==> src/rtl/core/sbb_pkg.sv <==
package sbb_pkg;

   localparam int unsigned BIN_W  = 10;
   localparam int unsigned PART_W = 24;
   localparam int unsigned RATE_W = 18;
   localparam int unsigned COLS_W = 10;
   localparam int unsigned ROWS_W = 8;
   localparam int unsigned COL_W  = 9;
   localparam int unsigned HGT_W  = 8;
   localparam int unsigned IDX_W  = 2;
   localparam int unsigned DATA_W = RATE_W;
   localparam int unsigned FRAC_W = 8;

   localparam int unsigned MAG_W   = PART_W;
   localparam int unsigned SQ_W    = 2 * MAG_W;
   localparam int unsigned RAD_W   = SQ_W - 2 * FRAC_W;
   localparam int unsigned ROOT_W  = RAD_W / 2;
   localparam int unsigned MUL_A_W = 32;
   localparam int unsigned MUL_B_W = 24;
   localparam int unsigned PROD_W  = MUL_A_W + MUL_B_W;
   localparam int unsigned LHS_W   = BIN_W + RATE_W + COL_W;
   localparam int unsigned SCL_W   = ROOT_W + ROWS_W;

   localparam int unsigned TOP_FREQ_HZ = 10000;
   localparam int unsigned FULL_SCALE  = 60;
   localparam int unsigned COL_LIMIT   = 512;
   localparam int unsigned MAX_RUN     = 16;
   localparam int unsigned RUN_W       = $clog2(MAX_RUN);

   // floor(p / 60) = floor(floor(p / 4) / 15), the second step by reciprocal
   localparam int unsigned PRE_SHIFT    = 2;
   localparam int unsigned DIV_REST     = FULL_SCALE / (1 << PRE_SHIFT);
   localparam int unsigned DIVX_W       = SCL_W - PRE_SHIFT;
   localparam int unsigned RECIP_SHIFT  = 26;
   localparam int unsigned RECIP_W      = 23;
   localparam int unsigned RECIP        = (1 << RECIP_SHIFT) / DIV_REST;
   localparam int unsigned QUO_W        = DIVX_W - 4;

   localparam int unsigned RATE_RESET = 44100;
   localparam int unsigned COLS_RESET = 512;
   localparam int unsigned ROWS_RESET = 24;

   typedef logic [BIN_W-1:0]         bin_type;
   typedef logic signed [PART_W-1:0] part_type;
   typedef logic [COL_W-1:0]         col_type;
   typedef logic [HGT_W-1:0]         hgt_type;
   typedef logic [IDX_W-1:0]         csr_idx_type;
   typedef logic [DATA_W-1:0]        csr_data_type;
   typedef logic [RAD_W-1:0]         rad_type;
   typedef logic [ROOT_W-1:0]        root_type;

   localparam csr_idx_type CSR_SAMPLE_RATE  = 2'd0;
   localparam csr_idx_type CSR_COLUMN_COUNT = 2'd1;
   localparam csr_idx_type CSR_ROW_COUNT    = 2'd2;

endpackage

==> src/rtl/core/sbb_req_if.sv <==
interface sbb_req_if;
   import sbb_pkg::*;

   logic     valid;
   logic     ready;
   bin_type  bin_number;
   part_type real_part;
   part_type imag_part;

   modport source (output valid, output bin_number, output real_part, output imag_part,
                   input ready);
   modport sink (input valid, input bin_number, input real_part, input imag_part,
                 output ready);
endinterface

==> src/rtl/core/sbb_rsp_if.sv <==
interface sbb_rsp_if;
   import sbb_pkg::*;

   logic    valid;
   logic    ready;
   col_type column_index;
   hgt_type bar_height;
   logic    last_of_run;

   modport source (output valid, output column_index, output bar_height, output last_of_run,
                   input ready);
   modport sink (input valid, input column_index, input bar_height, input last_of_run,
                 output ready);
endinterface

==> src/rtl/core/sbb_csr_if.sv <==
interface sbb_csr_if;
   import sbb_pkg::*;

   logic         valid;
   logic         ready;
   csr_idx_type  index;
   csr_data_type data;

   modport source (output valid, output index, output data, input ready);
   modport sink (input valid, input index, input data, output ready);
endinterface

==> src/rtl/core/sbb_isqrt.sv <==
module sbb_isqrt (
   input  logic             clock,
   input  logic             reset,
   input  logic             start,
   input  sbb_pkg::rad_type radicand,
   output sbb_pkg::root_type root,
   output logic             busy
);
   import sbb_pkg::*;

   localparam int unsigned CNT_W = $clog2(ROOT_W);

   logic [RAD_W-1:0] rem_ff, rem_in;
   logic [RAD_W-1:0] res_ff, res_in;
   logic [RAD_W-1:0] bit_ff, bit_in;
   logic [CNT_W-1:0] cnt_ff, cnt_in;
   logic             busy_ff, busy_in;
   logic [RAD_W-1:0] trial;
   logic             fits;

   assign trial = res_ff + bit_ff;
   assign fits  = (rem_ff >= trial);

   always_comb begin
      rem_in  = rem_ff;
      res_in  = res_ff;
      bit_in  = bit_ff;
      cnt_in  = cnt_ff;
      busy_in = busy_ff;
      if (start) begin
         rem_in  = radicand;
         res_in  = '0;
         bit_in  = RAD_W'(1) << (RAD_W - 2);
         cnt_in  = CNT_W'(ROOT_W - 1);
         busy_in = 1'b1;
      end else if (busy_ff) begin
         if (fits) begin
            rem_in = rem_ff - trial;
            res_in = (res_ff >> 1) + bit_ff;
         end else begin
            res_in = res_ff >> 1;
         end
         bit_in = bit_ff >> 2;
         cnt_in = cnt_ff - CNT_W'(1);
         if (cnt_ff == '0) begin
            busy_in = 1'b0;
         end
      end
   end

   always_ff @(posedge clock) begin
      rem_ff <= rem_in;
      res_ff <= res_in;
      bit_ff <= bit_in;
      cnt_ff <= cnt_in;
      if (reset) begin
         busy_ff <= 1'b0;
      end else begin
         busy_ff <= busy_in;
      end
   end

   assign root = res_ff[ROOT_W-1:0];
   assign busy = busy_ff;

   a_bit_onehot: assert property (@(posedge clock) disable iff (reset)
      busy_ff |-> $onehot(bit_ff))
      else $error("root step bit lost");

endmodule

==> src/rtl/core/spectrum_bin_to_bar_mapper.sv <==
// Channel  Dir  Payload                                       Accept
// req_bus  in   bin_number, real_part, imag_part              valid && ready
// rsp_bus  out  column_index, bar_height, last_of_run         valid && ready
// csr_bus  in   index (0 rate, 1 columns, 2 rows), data       valid && ready
//
// An item holds the block until its column walk ends; it serves n columns (0..16).
// The square root is bit-serial in 16 steps; one shared multiplier covers the squares,
// the bin frequency products, the height scaling and the reciprocal division.
// Results leave through an output register; a stalled rsp_bus holds the walk.
// Reset: rate 44100, columns 512, rows 24, column walk at column 0.
module spectrum_bin_to_bar_mapper #(
   parameter int unsigned FFT_POINTS = 1024
) (
   input logic       clock,
   input logic       reset,
   sbb_req_if.sink   req_bus,
   sbb_rsp_if.source rsp_bus,
   sbb_csr_if.sink   csr_bus
);
   import sbb_pkg::*;

   localparam longint unsigned BASE_STEP = longint'(TOP_FREQ_HZ) * longint'(FFT_POINTS);
   localparam int unsigned BASE_W = $clog2(longint'(COL_LIMIT) * BASE_STEP + 1);
   localparam int unsigned CMP_W = (BASE_W > LHS_W) ? BASE_W : LHS_W;

   typedef enum logic [10:0] {
      ST_IDLE      = 11'b000_0000_0001,
      ST_MUL_RE    = 11'b000_0000_0010,
      ST_MUL_IM    = 11'b000_0000_0100,
      ST_ROOT_GO   = 11'b000_0000_1000,
      ST_MUL_COL   = 11'b000_0001_0000,
      ST_ROOT_WAIT = 11'b000_0010_0000,
      ST_SCALE     = 11'b000_0100_0000,
      ST_RECIP     = 11'b000_1000_0000,
      ST_FIX       = 11'b001_0000_0000,
      ST_CLAMP     = 11'b010_0000_0000,
      ST_WALK      = 11'b100_0000_0000
   } state_type;

   state_type         state_ff, state_in;
   logic [RATE_W-1:0] rate_ff, rate_in;
   logic [COLS_W-1:0] cols_ff, cols_in;
   logic [ROWS_W-1:0] rows_ff, rows_in;

   logic [BIN_W-1:0]  bin_ff, bin_in;
   logic [MAG_W-1:0]  are_ff, are_in;
   logic [MAG_W-1:0]  aim_ff, aim_in;
   logic [PROD_W-1:0] prod_ff, prod_in;
   logic [SQ_W-1:0]   sq_ff, sq_in;
   logic [LHS_W-1:0]  lhs_ff, lhs_in;
   logic [DIVX_W-1:0] divx_ff, divx_in;
   logic [QUO_W-1:0]  quo_ff, quo_in;
   logic [HGT_W-1:0]  hgt_ff, hgt_in;

   logic [COLS_W-1:0] next_col_ff, next_col_in;
   logic [BASE_W-1:0] base_ff, base_in;
   logic [RUN_W-1:0]  run_ff, run_in;

   logic              rsp_valid_ff, rsp_valid_in;
   logic [COL_W-1:0]  rsp_col_ff, rsp_col_in;
   logic [HGT_W-1:0]  rsp_hgt_ff, rsp_hgt_in;
   logic              rsp_last_ff, rsp_last_in;

   logic [COLS_W-1:0]  cols_eff;
   logic [COL_W-1:0]   cols_m1;
   logic [MUL_A_W-1:0] mul_a;
   logic [MUL_B_W-1:0] mul_b;
   logic [PROD_W-1:0]  mul_p;
   logic [SQ_W-1:0]    sq_sum;
   rad_type            radicand;
   root_type           root;
   logic               root_busy;
   logic               req_take;
   logic [QUO_W-1:0]   quo_est;
   logic [DIVX_W-1:0]  quo_back;
   logic [DIVX_W-1:0]  quo_rem;
   logic [BASE_W-1:0]  base_next;
   logic [COLS_W-1:0]  next_col_inc;
   logic               col_hit;
   logic               more;
   logic               out_free;

   assign cols_eff = (cols_ff > COLS_W'(COL_LIMIT)) ? COLS_W'(COL_LIMIT) : cols_ff;
   assign cols_m1  = COL_W'(cols_eff - COLS_W'(1));

   assign req_bus.ready = (state_ff == ST_IDLE);
   assign req_take      = req_bus.valid && req_bus.ready;
   assign csr_bus.ready = 1'b1;

   always_comb begin
      mul_a = '0;
      mul_b = '0;
      case (state_ff)
         ST_MUL_RE: begin
            mul_a = MUL_A_W'(are_ff);
            mul_b = MUL_B_W'(are_ff);
         end
         ST_MUL_IM: begin
            mul_a = MUL_A_W'(aim_ff);
            mul_b = MUL_B_W'(aim_ff);
         end
         ST_ROOT_GO: begin
            mul_a = MUL_A_W'(rate_ff);
            mul_b = MUL_B_W'(bin_ff);
         end
         ST_MUL_COL: begin
            mul_a = MUL_A_W'(prod_ff[BIN_W+RATE_W-1:0]);
            mul_b = MUL_B_W'(cols_m1);
         end
         ST_SCALE: begin
            mul_a = MUL_A_W'(root);
            mul_b = MUL_B_W'(rows_ff);
         end
         ST_RECIP: begin
            mul_a = MUL_A_W'(prod_ff[SCL_W-1:PRE_SHIFT]);
            mul_b = MUL_B_W'(RECIP_W'(RECIP));
         end
         default: begin
            mul_a = '0;
            mul_b = '0;
         end
      endcase
   end

   assign mul_p = PROD_W'(mul_a) * PROD_W'(mul_b);

   assign sq_sum   = sq_ff + prod_ff[SQ_W-1:0];
   assign radicand = sq_sum[SQ_W-1:SQ_W-RAD_W];

   sbb_isqrt u_isqrt (
      .clock    (clock),
      .reset    (reset),
      .start    (state_ff == ST_ROOT_GO),
      .radicand (radicand),
      .root     (root),
      .busy     (root_busy)
   );

   assign quo_est  = prod_ff[RECIP_SHIFT +: QUO_W];
   assign quo_back = {quo_est, 4'b0000} - {4'b0000, quo_est};
   assign quo_rem  = divx_ff - quo_back;

   assign base_next    = base_ff + BASE_W'(BASE_STEP);
   assign next_col_inc = next_col_ff + COLS_W'(1);
   assign col_hit      = (next_col_ff < cols_eff) && (CMP_W'(lhs_ff) >= CMP_W'(base_ff));
   assign more         = (run_ff != RUN_W'(MAX_RUN - 1)) && (next_col_inc < cols_eff)
                         && (CMP_W'(lhs_ff) >= CMP_W'(base_next));
   assign out_free     = !rsp_valid_ff || rsp_bus.ready;

   always_comb begin
      rate_in = rate_ff;
      cols_in = cols_ff;
      rows_in = rows_ff;
      if (csr_bus.valid && csr_bus.ready) begin
         case (csr_bus.index)
            CSR_SAMPLE_RATE:  rate_in = csr_bus.data[RATE_W-1:0];
            CSR_COLUMN_COUNT: cols_in = csr_bus.data[COLS_W-1:0];
            CSR_ROW_COUNT:    rows_in = csr_bus.data[ROWS_W-1:0];
            default: begin
               rate_in = rate_ff;
            end
         endcase
      end
   end

   always_comb begin
      state_in     = state_ff;
      bin_in       = bin_ff;
      are_in       = are_ff;
      aim_in       = aim_ff;
      prod_in      = prod_ff;
      sq_in        = sq_ff;
      lhs_in       = lhs_ff;
      divx_in      = divx_ff;
      quo_in       = quo_ff;
      hgt_in       = hgt_ff;
      next_col_in  = next_col_ff;
      base_in      = base_ff;
      run_in       = run_ff;
      rsp_valid_in = rsp_valid_ff && !rsp_bus.ready;
      rsp_col_in   = rsp_col_ff;
      rsp_hgt_in   = rsp_hgt_ff;
      rsp_last_in  = rsp_last_ff;
      case (state_ff)
         ST_IDLE: begin
            if (req_take) begin
               bin_in = req_bus.bin_number;
               are_in = req_bus.real_part[PART_W-1] ? MAG_W'(-req_bus.real_part)
                                                    : MAG_W'(req_bus.real_part);
               aim_in = req_bus.imag_part[PART_W-1] ? MAG_W'(-req_bus.imag_part)
                                                    : MAG_W'(req_bus.imag_part);
               run_in = '0;
               if (req_bus.bin_number == '0) begin
                  next_col_in = '0;
                  base_in     = '0;
               end
               state_in = ST_MUL_RE;
            end
         end
         ST_MUL_RE: begin
            prod_in  = mul_p;
            state_in = ST_MUL_IM;
         end
         ST_MUL_IM: begin
            sq_in    = prod_ff[SQ_W-1:0];
            prod_in  = mul_p;
            state_in = ST_ROOT_GO;
         end
         ST_ROOT_GO: begin
            prod_in  = mul_p;
            state_in = ST_MUL_COL;
         end
         ST_MUL_COL: begin
            prod_in  = mul_p;
            state_in = ST_ROOT_WAIT;
         end
         ST_ROOT_WAIT: begin
            lhs_in = prod_ff[LHS_W-1:0];
            if (!root_busy) begin
               state_in = ST_SCALE;
            end
         end
         ST_SCALE: begin
            prod_in  = mul_p;
            state_in = ST_RECIP;
         end
         ST_RECIP: begin
            divx_in  = prod_ff[SCL_W-1:PRE_SHIFT];
            prod_in  = mul_p;
            state_in = ST_FIX;
         end
         ST_FIX: begin
            quo_in   = quo_est + QUO_W'(quo_rem >= DIVX_W'(DIV_REST));
            state_in = ST_CLAMP;
         end
         ST_CLAMP: begin
            hgt_in   = (quo_ff > QUO_W'(rows_ff)) ? rows_ff : quo_ff[HGT_W-1:0];
            state_in = ST_WALK;
         end
         ST_WALK: begin
            if (!col_hit) begin
               state_in = ST_IDLE;
            end else if (out_free) begin
               rsp_valid_in = 1'b1;
               rsp_col_in   = next_col_ff[COL_W-1:0];
               rsp_hgt_in   = hgt_ff;
               rsp_last_in  = !more;
               next_col_in  = next_col_inc;
               base_in      = base_next;
               run_in       = run_ff + RUN_W'(1);
               if (!more) begin
                  state_in = ST_IDLE;
               end
            end
         end
         default: begin
            state_in = ST_IDLE;
         end
      endcase
   end

   always_ff @(posedge clock) begin
      bin_ff     <= bin_in;
      are_ff     <= are_in;
      aim_ff     <= aim_in;
      prod_ff    <= prod_in;
      sq_ff      <= sq_in;
      lhs_ff     <= lhs_in;
      divx_ff    <= divx_in;
      quo_ff     <= quo_in;
      hgt_ff     <= hgt_in;
      rsp_col_ff <= rsp_col_in;
      rsp_hgt_ff <= rsp_hgt_in;
      rsp_last_ff <= rsp_last_in;
      if (reset) begin
         state_ff     <= ST_IDLE;
         rate_ff      <= RATE_W'(RATE_RESET);
         cols_ff      <= COLS_W'(COLS_RESET);
         rows_ff      <= ROWS_W'(ROWS_RESET);
         next_col_ff  <= '0;
         base_ff      <= '0;
         run_ff       <= '0;
         rsp_valid_ff <= 1'b0;
      end else begin
         state_ff     <= state_in;
         rate_ff      <= rate_in;
         cols_ff      <= cols_in;
         rows_ff      <= rows_in;
         next_col_ff  <= next_col_in;
         base_ff      <= base_in;
         run_ff       <= run_in;
         rsp_valid_ff <= rsp_valid_in;
      end
   end

   assign rsp_bus.valid        = rsp_valid_ff;
   assign rsp_bus.column_index = rsp_col_ff;
   assign rsp_bus.bar_height   = rsp_hgt_ff;
   assign rsp_bus.last_of_run  = rsp_last_ff;

   a_col_in_range: assert property (@(posedge clock) disable iff (reset)
      rsp_valid_ff |-> (COLS_W'(rsp_col_ff) < cols_eff))
      else $error("column beyond column count");

   a_bin_zero_restart: assert property (@(posedge clock) disable iff (reset)
      (req_take && (req_bus.bin_number == '0)) |=> ((next_col_ff == '0) && (base_ff == '0)))
      else $error("bin zero did not restart walk");

   a_base_tracks_col: assert property (@(posedge clock) disable iff (reset)
      base_ff == BASE_W'(BASE_W'(next_col_ff) * BASE_W'(BASE_STEP)))
      else $error("column threshold out of step");

   a_idle_root_quiet: assert property (@(posedge clock) disable iff (reset)
      (state_ff == ST_IDLE) |-> !root_busy)
      else $error("square root busy while idle");

endmodule
==> src/flat_wrapper.sv <==
// flat-port wrapper written by rule: the top's interface ports become plain ports
module spectrum_bin_to_bar_mapper_flat import sbb_pkg::*;
#(
   parameter int unsigned FFT_POINTS = 1024
)
  (clock, reset, req_bus_valid, req_bus_bin_number, req_bus_real_part, req_bus_imag_part, req_bus_ready, rsp_bus_valid, rsp_bus_column_index, rsp_bus_bar_height, rsp_bus_last_of_run, rsp_bus_ready, csr_bus_valid, csr_bus_index, csr_bus_data, csr_bus_ready);
  sbb_req_if req_bus_i ();
  sbb_rsp_if rsp_bus_i ();
  sbb_csr_if csr_bus_i ();
  input logic clock;
  input logic reset;
  input wire logic [$bits(req_bus_i.valid)-1:0] req_bus_valid;
  input wire logic [$bits(req_bus_i.bin_number)-1:0] req_bus_bin_number;
  input wire logic [$bits(req_bus_i.real_part)-1:0] req_bus_real_part;
  input wire logic [$bits(req_bus_i.imag_part)-1:0] req_bus_imag_part;
  output wire logic [$bits(req_bus_i.ready)-1:0] req_bus_ready;
  output wire logic [$bits(rsp_bus_i.valid)-1:0] rsp_bus_valid;
  output wire logic [$bits(rsp_bus_i.column_index)-1:0] rsp_bus_column_index;
  output wire logic [$bits(rsp_bus_i.bar_height)-1:0] rsp_bus_bar_height;
  output wire logic [$bits(rsp_bus_i.last_of_run)-1:0] rsp_bus_last_of_run;
  input wire logic [$bits(rsp_bus_i.ready)-1:0] rsp_bus_ready;
  input wire logic [$bits(csr_bus_i.valid)-1:0] csr_bus_valid;
  input wire logic [$bits(csr_bus_i.index)-1:0] csr_bus_index;
  input wire logic [$bits(csr_bus_i.data)-1:0] csr_bus_data;
  output wire logic [$bits(csr_bus_i.ready)-1:0] csr_bus_ready;
  assign req_bus_i.valid = req_bus_valid;
  assign req_bus_i.bin_number = req_bus_bin_number;
  assign req_bus_i.real_part = req_bus_real_part;
  assign req_bus_i.imag_part = req_bus_imag_part;
  assign req_bus_ready = req_bus_i.ready;
  assign rsp_bus_valid = rsp_bus_i.valid;
  assign rsp_bus_column_index = rsp_bus_i.column_index;
  assign rsp_bus_bar_height = rsp_bus_i.bar_height;
  assign rsp_bus_last_of_run = rsp_bus_i.last_of_run;
  assign rsp_bus_i.ready = rsp_bus_ready;
  assign csr_bus_i.valid = csr_bus_valid;
  assign csr_bus_i.index = csr_bus_index;
  assign csr_bus_i.data = csr_bus_data;
  assign csr_bus_ready = csr_bus_i.ready;
  spectrum_bin_to_bar_mapper #(.FFT_POINTS(FFT_POINTS)) u_core (.clock(clock), .reset(reset), .req_bus(req_bus_i), .rsp_bus(rsp_bus_i), .csr_bus(csr_bus_i));
endmodule
==> config.mk <==
export PLATFORM = sky130hd
export DESIGN_NAME = spectrum_bin_to_bar_mapper_flat
export DESIGN_NICKNAME = d
export VERILOG_FILES = /design/src/rtl/core/sbb_pkg.sv /design/src/rtl/core/sbb_req_if.sv /design/src/rtl/core/sbb_rsp_if.sv /design/src/rtl/core/sbb_csr_if.sv /design/src/rtl/core/sbb_isqrt.sv /design/src/rtl/core/spectrum_bin_to_bar_mapper.sv /design/src/flat_wrapper.sv
export SDC_FILE = /design/constraint.sdc
export NUM_CORES = 2
export LEC_CHECK = 0
export BUFFER_PORTS_ARGS = -buffer_cell sky130_fd_sc_hd__buf_2
export CAP_MARGIN = 20
export CORE_MARGIN = 2
export CORE_UTILIZATION = 30
export CTS_CLUSTER_DIAMETER = 40
export DETAILED_ROUTE_END_ITERATION = 7
export GPL_TIMING_DRIVEN = 0
export PLACE_DENSITY = 0.54
export SYNTH_ARGS = -nofsm -noshare
export SYNTH_HDL_FRONTEND = slang
export SYNTH_HIERARCHICAL = 1
export SYNTH_SLANG_ARGS = --single-unit
==> constraint.sdc <==
create_clock -name clock -period 8.2 [get_ports clock]
set_clock_uncertainty 0.05 [all_clocks]
set_input_delay 0 -clock clock [delete_from_list [all_inputs] [get_ports clock]]
set_output_delay 0 -clock clock [all_outputs]
set_load 0.005 [all_outputs]
Yosys cells after proc, flatten, opt, wreduce, memory -nomap -nowiden:

Cells that the tools add are included.

* output and inout port bits: 21
* bits in registers: 437
* logic and storage cells: 132
* input port bits: 83

* reduce and logical (&&, ||, !) cells: 25
* $lt $le $gt $ge: 8
* multipliers: 1
* mux-type cells: 36
* eq/ne operators: 21
* add/sub/neg operators: 14

Operators by type and width (count)
* $pmux 28 s6: 1
* $pmux 24 s6: 1
* $mux 33: 4
* $mux 32: 4
* $pmux 11 s11: 1
* $ge 37x33->1: 2
* $pmux 33 s2: 1
* $mux 11: 5
* $mux 10: 5
* $add 48x48->48: 1
* $mul 28x24->48: 1
* $neg 24->24: 2
* $mux 23: 2
* $add 33x24->33 const B: 1
* $add 31x31->32: 1
* $add 32x31->32: 1
* $ge 32x32->1: 1
* $sub 32x32->32: 1
* $ge 22x4->1 const B: 1
* $sub 22x18->22: 1
* $sub 22x22->22: 1
* $lt 10x10->1: 2
* $pmux 10 s2: 1
* $add 18x1->18: 1
* other kinds (39): 63

Depth between registers and ports, before layout:

* depth in word-level cells: 9
* mapped depth: 38
* mapped depth without buffers: 33

By module:

The synthesis kept the hierarchy.

Modules (own cells, without submodules)
* spectrum_bin_to_bar_mapper: area an instance 39635.5 µm², sequential area each 9339.0 µm², cells an instance 4163, times used 1
* sbb_isqrt: area an instance 7428.4 µm², sequential area each 2021.9 µm², cells an instance 899, times used 1

Worst setup path after synthesis:

OpenSTA, ideal clock, no wires.

* path kind: flip-flop to flip-flop
* start: register u_core.state_ff[6]
* end: register u_core.prod_ff[44], data pin
* setup time: 259 ps
* stages on the path, launching flop included: 36
* slack: -464 ps
* arrival time: 8355 ps
* clock period less this slack: 8664 ps
* data required time: 7891 ps
* cell sequence: dfxtp_1 nor4_4 nand2b_1 nor3_1 nand2_1 nor3b_1 buf_4 buf_6 a22o_1 a221o_1 buf_4 nand2_1 fa_1 inv_1 fa_1 inv_1 fa_1 inv_1 fa_1 inv_1 fa_1 inv_1 fa_1 inv_1 fa_1 inv_1 ha_1 a21oi_1 o21ai_0 nor4_1 a21oi_1 a2111o_1 a31oi_1 o21bai_1 a21oi_1 xnor2_1

* longest elaborated chain between the ends: 3
* elaborated cells between the ends (all ways): 9

RTL lines
* start, declared: RTL line spectrum_bin_to_bar_mapper.sv:40 `state_type state_ff, state_in;`
* start signal, assigned: RTL line spectrum_bin_to_bar_mapper.sv:285 `state_ff <= state_in;`
* $eq 11x8->1, or another cell as far along: RTL line spectrum_bin_to_bar_mapper.sv:93 `case (state_ff)`
* $pmux 28 s6 / $pmux 24 s6 (equally long branches): RTL line spectrum_bin_to_bar_mapper.sv:93
* $mul 28x24->48 *: RTL line spectrum_bin_to_bar_mapper.sv:125 `assign mul_p = PROD_W'(mul_a) * PROD_W'(mul_b);`
* net u_core.mul_p[44]: RTL line spectrum_bin_to_bar_mapper.sv:68 `logic [PROD_W-1:0] mul_p;`
* end signal, assigned: RTL line spectrum_bin_to_bar_mapper.sv:266 `prod_ff <= prod_in;`
* end, declared: RTL line spectrum_bin_to_bar_mapper.sv:48 `logic [PROD_W-1:0] prod_ff, prod_in;`

The timed path passes the listed nets; every way through them passes the cells marked *.
A chain may end at the register's enable or synchronous reset.

Worst setup path after layout:

* start: register u_core.state_ff[10]
* end: register u_core.prod_ff[44], data pin

The elaborated chain is that of the path after synthesis.

==> results.rst <==
.. list-table::
   :header-rows: 1

   * - Metric
     - Value
   * - Global-route wire length before repair
     - 255 mm
   * - Multiplexer fraction of the synthesized cell area
     - 1.27%
   * - Area delta synth->final
     - 24.6%
   * - Power density cells
     - 117 nW/um^2
   * - Netlist area before placement
     - 47100 sq um
   * - Post-synthesis average cell area
     - 9.30 sq um
   * - # setup viols final
     - 28
   * - Simple-gate share of the synthesized area
     - 14.5%
   * - Type of the setup path with the least slack
     - register to register
   * - Final period util
     - 109%
   * - IO Count
     - 104
   * - Time the worst path needs with I/O delays and setup
     - 8.93 ns
   * - Crit path max-delay cell type
     - sky130_fd_sc_hd__fa_2
   * - Timing-limited maximum frequency
     - 112 MHz
   * - # fillers
     - 15600
   * - Placed instance area
     - 50700 sq um
   * - Post-DR vias/cell
     - 5.16
   * - Number of standard cells in the layout, taps in and fillers out
     - 7767
   * - Largest fanout on the critical path
     - 7
   * - TritonCTS clock tree
     - done
   * - Sequential fraction of the synthesis area
     - 24.1%
   * - DP Wirelength
     - 135 mm
   * - Clock sink total
     - 423
   * - Number of flops mapped to enable cells by yosys
     - 289
   * - Clk Latency, worst-skew pair
     - 0.66 ns
   * - Core outline area
     - 156000 sq um
   * - Depth of the critical timing path with buffers and inverters included
     - 37
   * - Async SR Flop Fraction
     - 0%
   * - Die ar.
     - 160000 sq um
   * - Synthesized-area fraction occupied by adder cells
     - 34.4%
   * - Outcome
     - finished, violations left
   * - DR pass1 iterations
     - 6
   * - Initial core utilization
     - 30.2%
   * - Std-Cell Rows
     - 145
   * - Area taken by flip-flops and latches
     - 11400 sq um
   * - Slew @ Worst Pin
     - 1.09 ns
   * - Depth of the CTS H-tree
     - 3
   * - Vias in the first global route
     - 40000
   * - Post-synthesis cell count
     - 5062
   * - NumNets Final
     - 6676
   * - Post-route DRC
     - 0
   * - Cell chosen for the clock root
     - sky130_fd_sc_hd__clkbuf_16
   * - RSZ-0062 raised after global routing
     - true
   * - Setup crit start kind
     - register
   * - Pin count of the biggest net entering global routing
     - 47
   * - Total clock buffers created by CTS
     - 70
   * - Dominant delay contributor by cell family on the critical path
     - adder cells
   * - Max-cap viol count
     - 0
   * - Wire length reported by the detailed router
     - 174 mm
   * - Vertical die dimension
     - 400 um
   * - Largest family of logic cells by synthesized area
     - adder cells
   * - Worst min path class
     - input port to register
   * - Final count of pins violating max slew
     - 0
   * - Weighted congestion reported at the end of routability-driven placement
     - 0.989
   * - XOR/XNOR share of the synthesized area
     - 4.26%
   * - Buffers added on ports
     - 102
   * - Die Width
     - 400 um
   * - Buf+Inv Stages, Crit Path
     - 13
   * - Global-route usage over all layers
     - 21.5%
   * - Final core utilization
     - 37.6%
   * - 1st-iter DRT viols
     - 3085
   * - Worst path max stage delay
     - 0.55 ns
   * - Syn. warnings
     - 6
   * - Post-synthesis compound-gate area fraction
     - 12.5%
   * - Initial antenna violation count
     - 13
   * - Vias
     - 40100
   * - Most instantiated flip-flop cell in the synthesis netlist
     - sky130_fd_sc_hd__edfxtp_1
   * - Max Buffers Root-to-Sink
     - 3
   * - Worst-case headroom to the max-slew limit
     - 27.2%
   * - Required time of the worst setup path
     - 8.54 ns
   * - Post-route worst setup slack
     - -0.732 ns
   * - Hold violation total from the final report
     - 0
   * - Multi-input combinational cell area
     - 33200 sq um
   * - Failing checks
     - negative setup slack
   * - Number of cells on the worst hold path
     - 2
   * - Number of library cell types mapped by synthesis
     - 112
   * - Final instance area
     - 58700 sq um
   * - Worst setup EP type
     - register
   * - Share of layout cells above drive strength 1
     - 16.7%
   * - Global-route congestion overflow total
     - 0
   * - Signal arrival time at the worst endpoint
     - 9.27 ns
   * - Clock edge transition at the registers on the reported setup and hold paths
     - 0.06 ns
   * - Synth area leader
     - sky130_fd_sc_hd__fa_1
   * - Peak supply drop
     - 0.000144 V
   * - Area share of the leading cell type in the synthesized netlist
     - 24.7%
   * - Per-cell routed wire length
     - 22.4 um
   * - R2R depth
     - 37
   * - Main area contributors after synthesis
     - sky130_fd_sc_hd__fa_1 (25%), sky130_fd_sc_hd__edfxtp_1 (18%), sky130_fd_sc_hd__ha_1 (9.7%)
   * - Static leakage
     - 0.0247 uW
   * - Number of flip-flops and latches in the synthesized netlist
     - 423
   * - Number of instances in the placed design
     - 7289
   * - Residual antenna-violating net count after detailed routing
     - 0
==> flip-flops by register name, indices dropped and copies added (netlist names), 22 cells and up <==
register and cells:
u_core/divx_ff 22, u_core/sq_ff 48, u_core/lhs_ff 37, u_core/are_ff 24, u_core/u_isqrt/rem_ff 32, u_core/prod_ff 48, u_core/u_isqrt/res_ff 32, u_core/aim_ff 24
==> Yosys cell counts (30+ instances only) <==
cell type / count
sky130_fd_sc_hd__nor2b_1: 30
sky130_fd_sc_hd__and3_1: 36
sky130_fd_sc_hd__a21oi_1: 199
sky130_fd_sc_hd__buf_4: 37
sky130_fd_sc_hd__nor2_1: 396
sky130_fd_sc_hd__nand2_1: 624
sky130_fd_sc_hd__clkbuf_1: 79
sky130_fd_sc_hd__xnor2_1: 169
sky130_fd_sc_hd__and2_1: 32
sky130_fd_sc_hd__nand4_1: 43
sky130_fd_sc_hd__inv_1: 836
sky130_fd_sc_hd__o21ai_0: 165
sky130_fd_sc_hd__nor3_1: 48
sky130_fd_sc_hd__buf_2: 76
sky130_fd_sc_hd__a22o_1: 36
sky130_fd_sc_hd__ha_1: 365
sky130_fd_sc_hd__nand3_1: 84
sky130_fd_sc_hd__nand2b_1: 46
sky130_fd_sc_hd__xor2_1: 60
sky130_fd_sc_hd__a21o_1: 80
sky130_fd_sc_hd__mux2i_1: 45
sky130_fd_sc_hd__a31oi_1: 69
sky130_fd_sc_hd__dfxtp_1: 134
sky130_fd_sc_hd__fa_1: 580
sky130_fd_sc_hd__edfxtp_1: 289
==> metal layers <==
layer  GRT usage, %  routed length [um]  share of wire (%)
met5              0                  63              0.036
met4           9.68                9380                5.4
met3           6.14               17300                9.9
met2           33.5               77300                 44
met1           27.6               70300                 40
==> worst reg2reg max path, delay by kind of cell, from the launching register on <==
family	cells	cell delay, ns
buf+inv	13	1.46
compound gates	5	1.14
xor+xnor	1	0.08
flops	1	0.36
fa+ha+maj	8	3.87
simple gates	10	1.74
==> final timing paths <==
kind,from,end,slack (ns)
worst max-delay path,u_core/state_ff[10],u_core/prod_ff[44],-0.73
worst min-delay path,req_bus_bin_number[7],u_core/bin_ff[7],0.04
worst max register to register,u_core/state_ff[10],u_core/prod_ff[44],-0.73
worst min register to register,u_core/hgt_ff[4],u_core/rsp_bus.bar_height[4],0.37
==> power by group <==
group,switching (uW),internal (uW)
registers,67.9,2360
clock network,1180,1820
logic,805,606
==> stage by stage <==
stage,power [uW],hold slack [ns],TNS (ns),setup WS [ns]
floorplan,3280,0.0224,-0.147,-0.0862
global placement,3660,0.139,-78.57,-3.02
detailed placement,3670,0.139,-66.38,-2.63
CTS,6840,0.00329,-10.35,-0.750
global route,7140,0.0282,-18.58,-0.977
finish,6840,0.0390,-12.09,-0.732
==> what timing repair did <==
item,4_1_cts,5_1_grt
pin swaps,100,114
cloned,7,2
hold buffers,126,0
setup buffers,151,74
endpoints found under the hold margin,112,0
endpoints found under the setup margin,37,32
gates resized for setup,413,190
==> cell usage in the layout, fill, tap and decap left out, drive strengths merged, types with 169 or more instances in the layout <==
master	n
buf	473
xnor2	169
inv	855
edfxtp	289
fa	580
nand2	626
o21ai	187
ha	365
nor2	398
a21oi	202
==> area by class of cell <==
cell class	count	share of cell area (%)
multi-input combinational	3640	56.5
sequential	423	19.4
timing repair buffer	478	7.18
inverter	842	5.42
tap	2058	4.39
clock buffer	84	3.18
buffer	193	3.03
clock inverter	44	0.845
antenna	5	0.0213
==> logic make-up (layout without fill, tap and decap cells) <==
kind of cell,after synthesis,in the layout
compound gates,865,865
fa+ha+maj,945,945
xor+xnor,229,229
buf+inv,1048,1641
other cells,2,56
flops,423,423
simple gates,1492,1492
mux,58,58
Note: power is estimated with default switching activity, not from simulation.
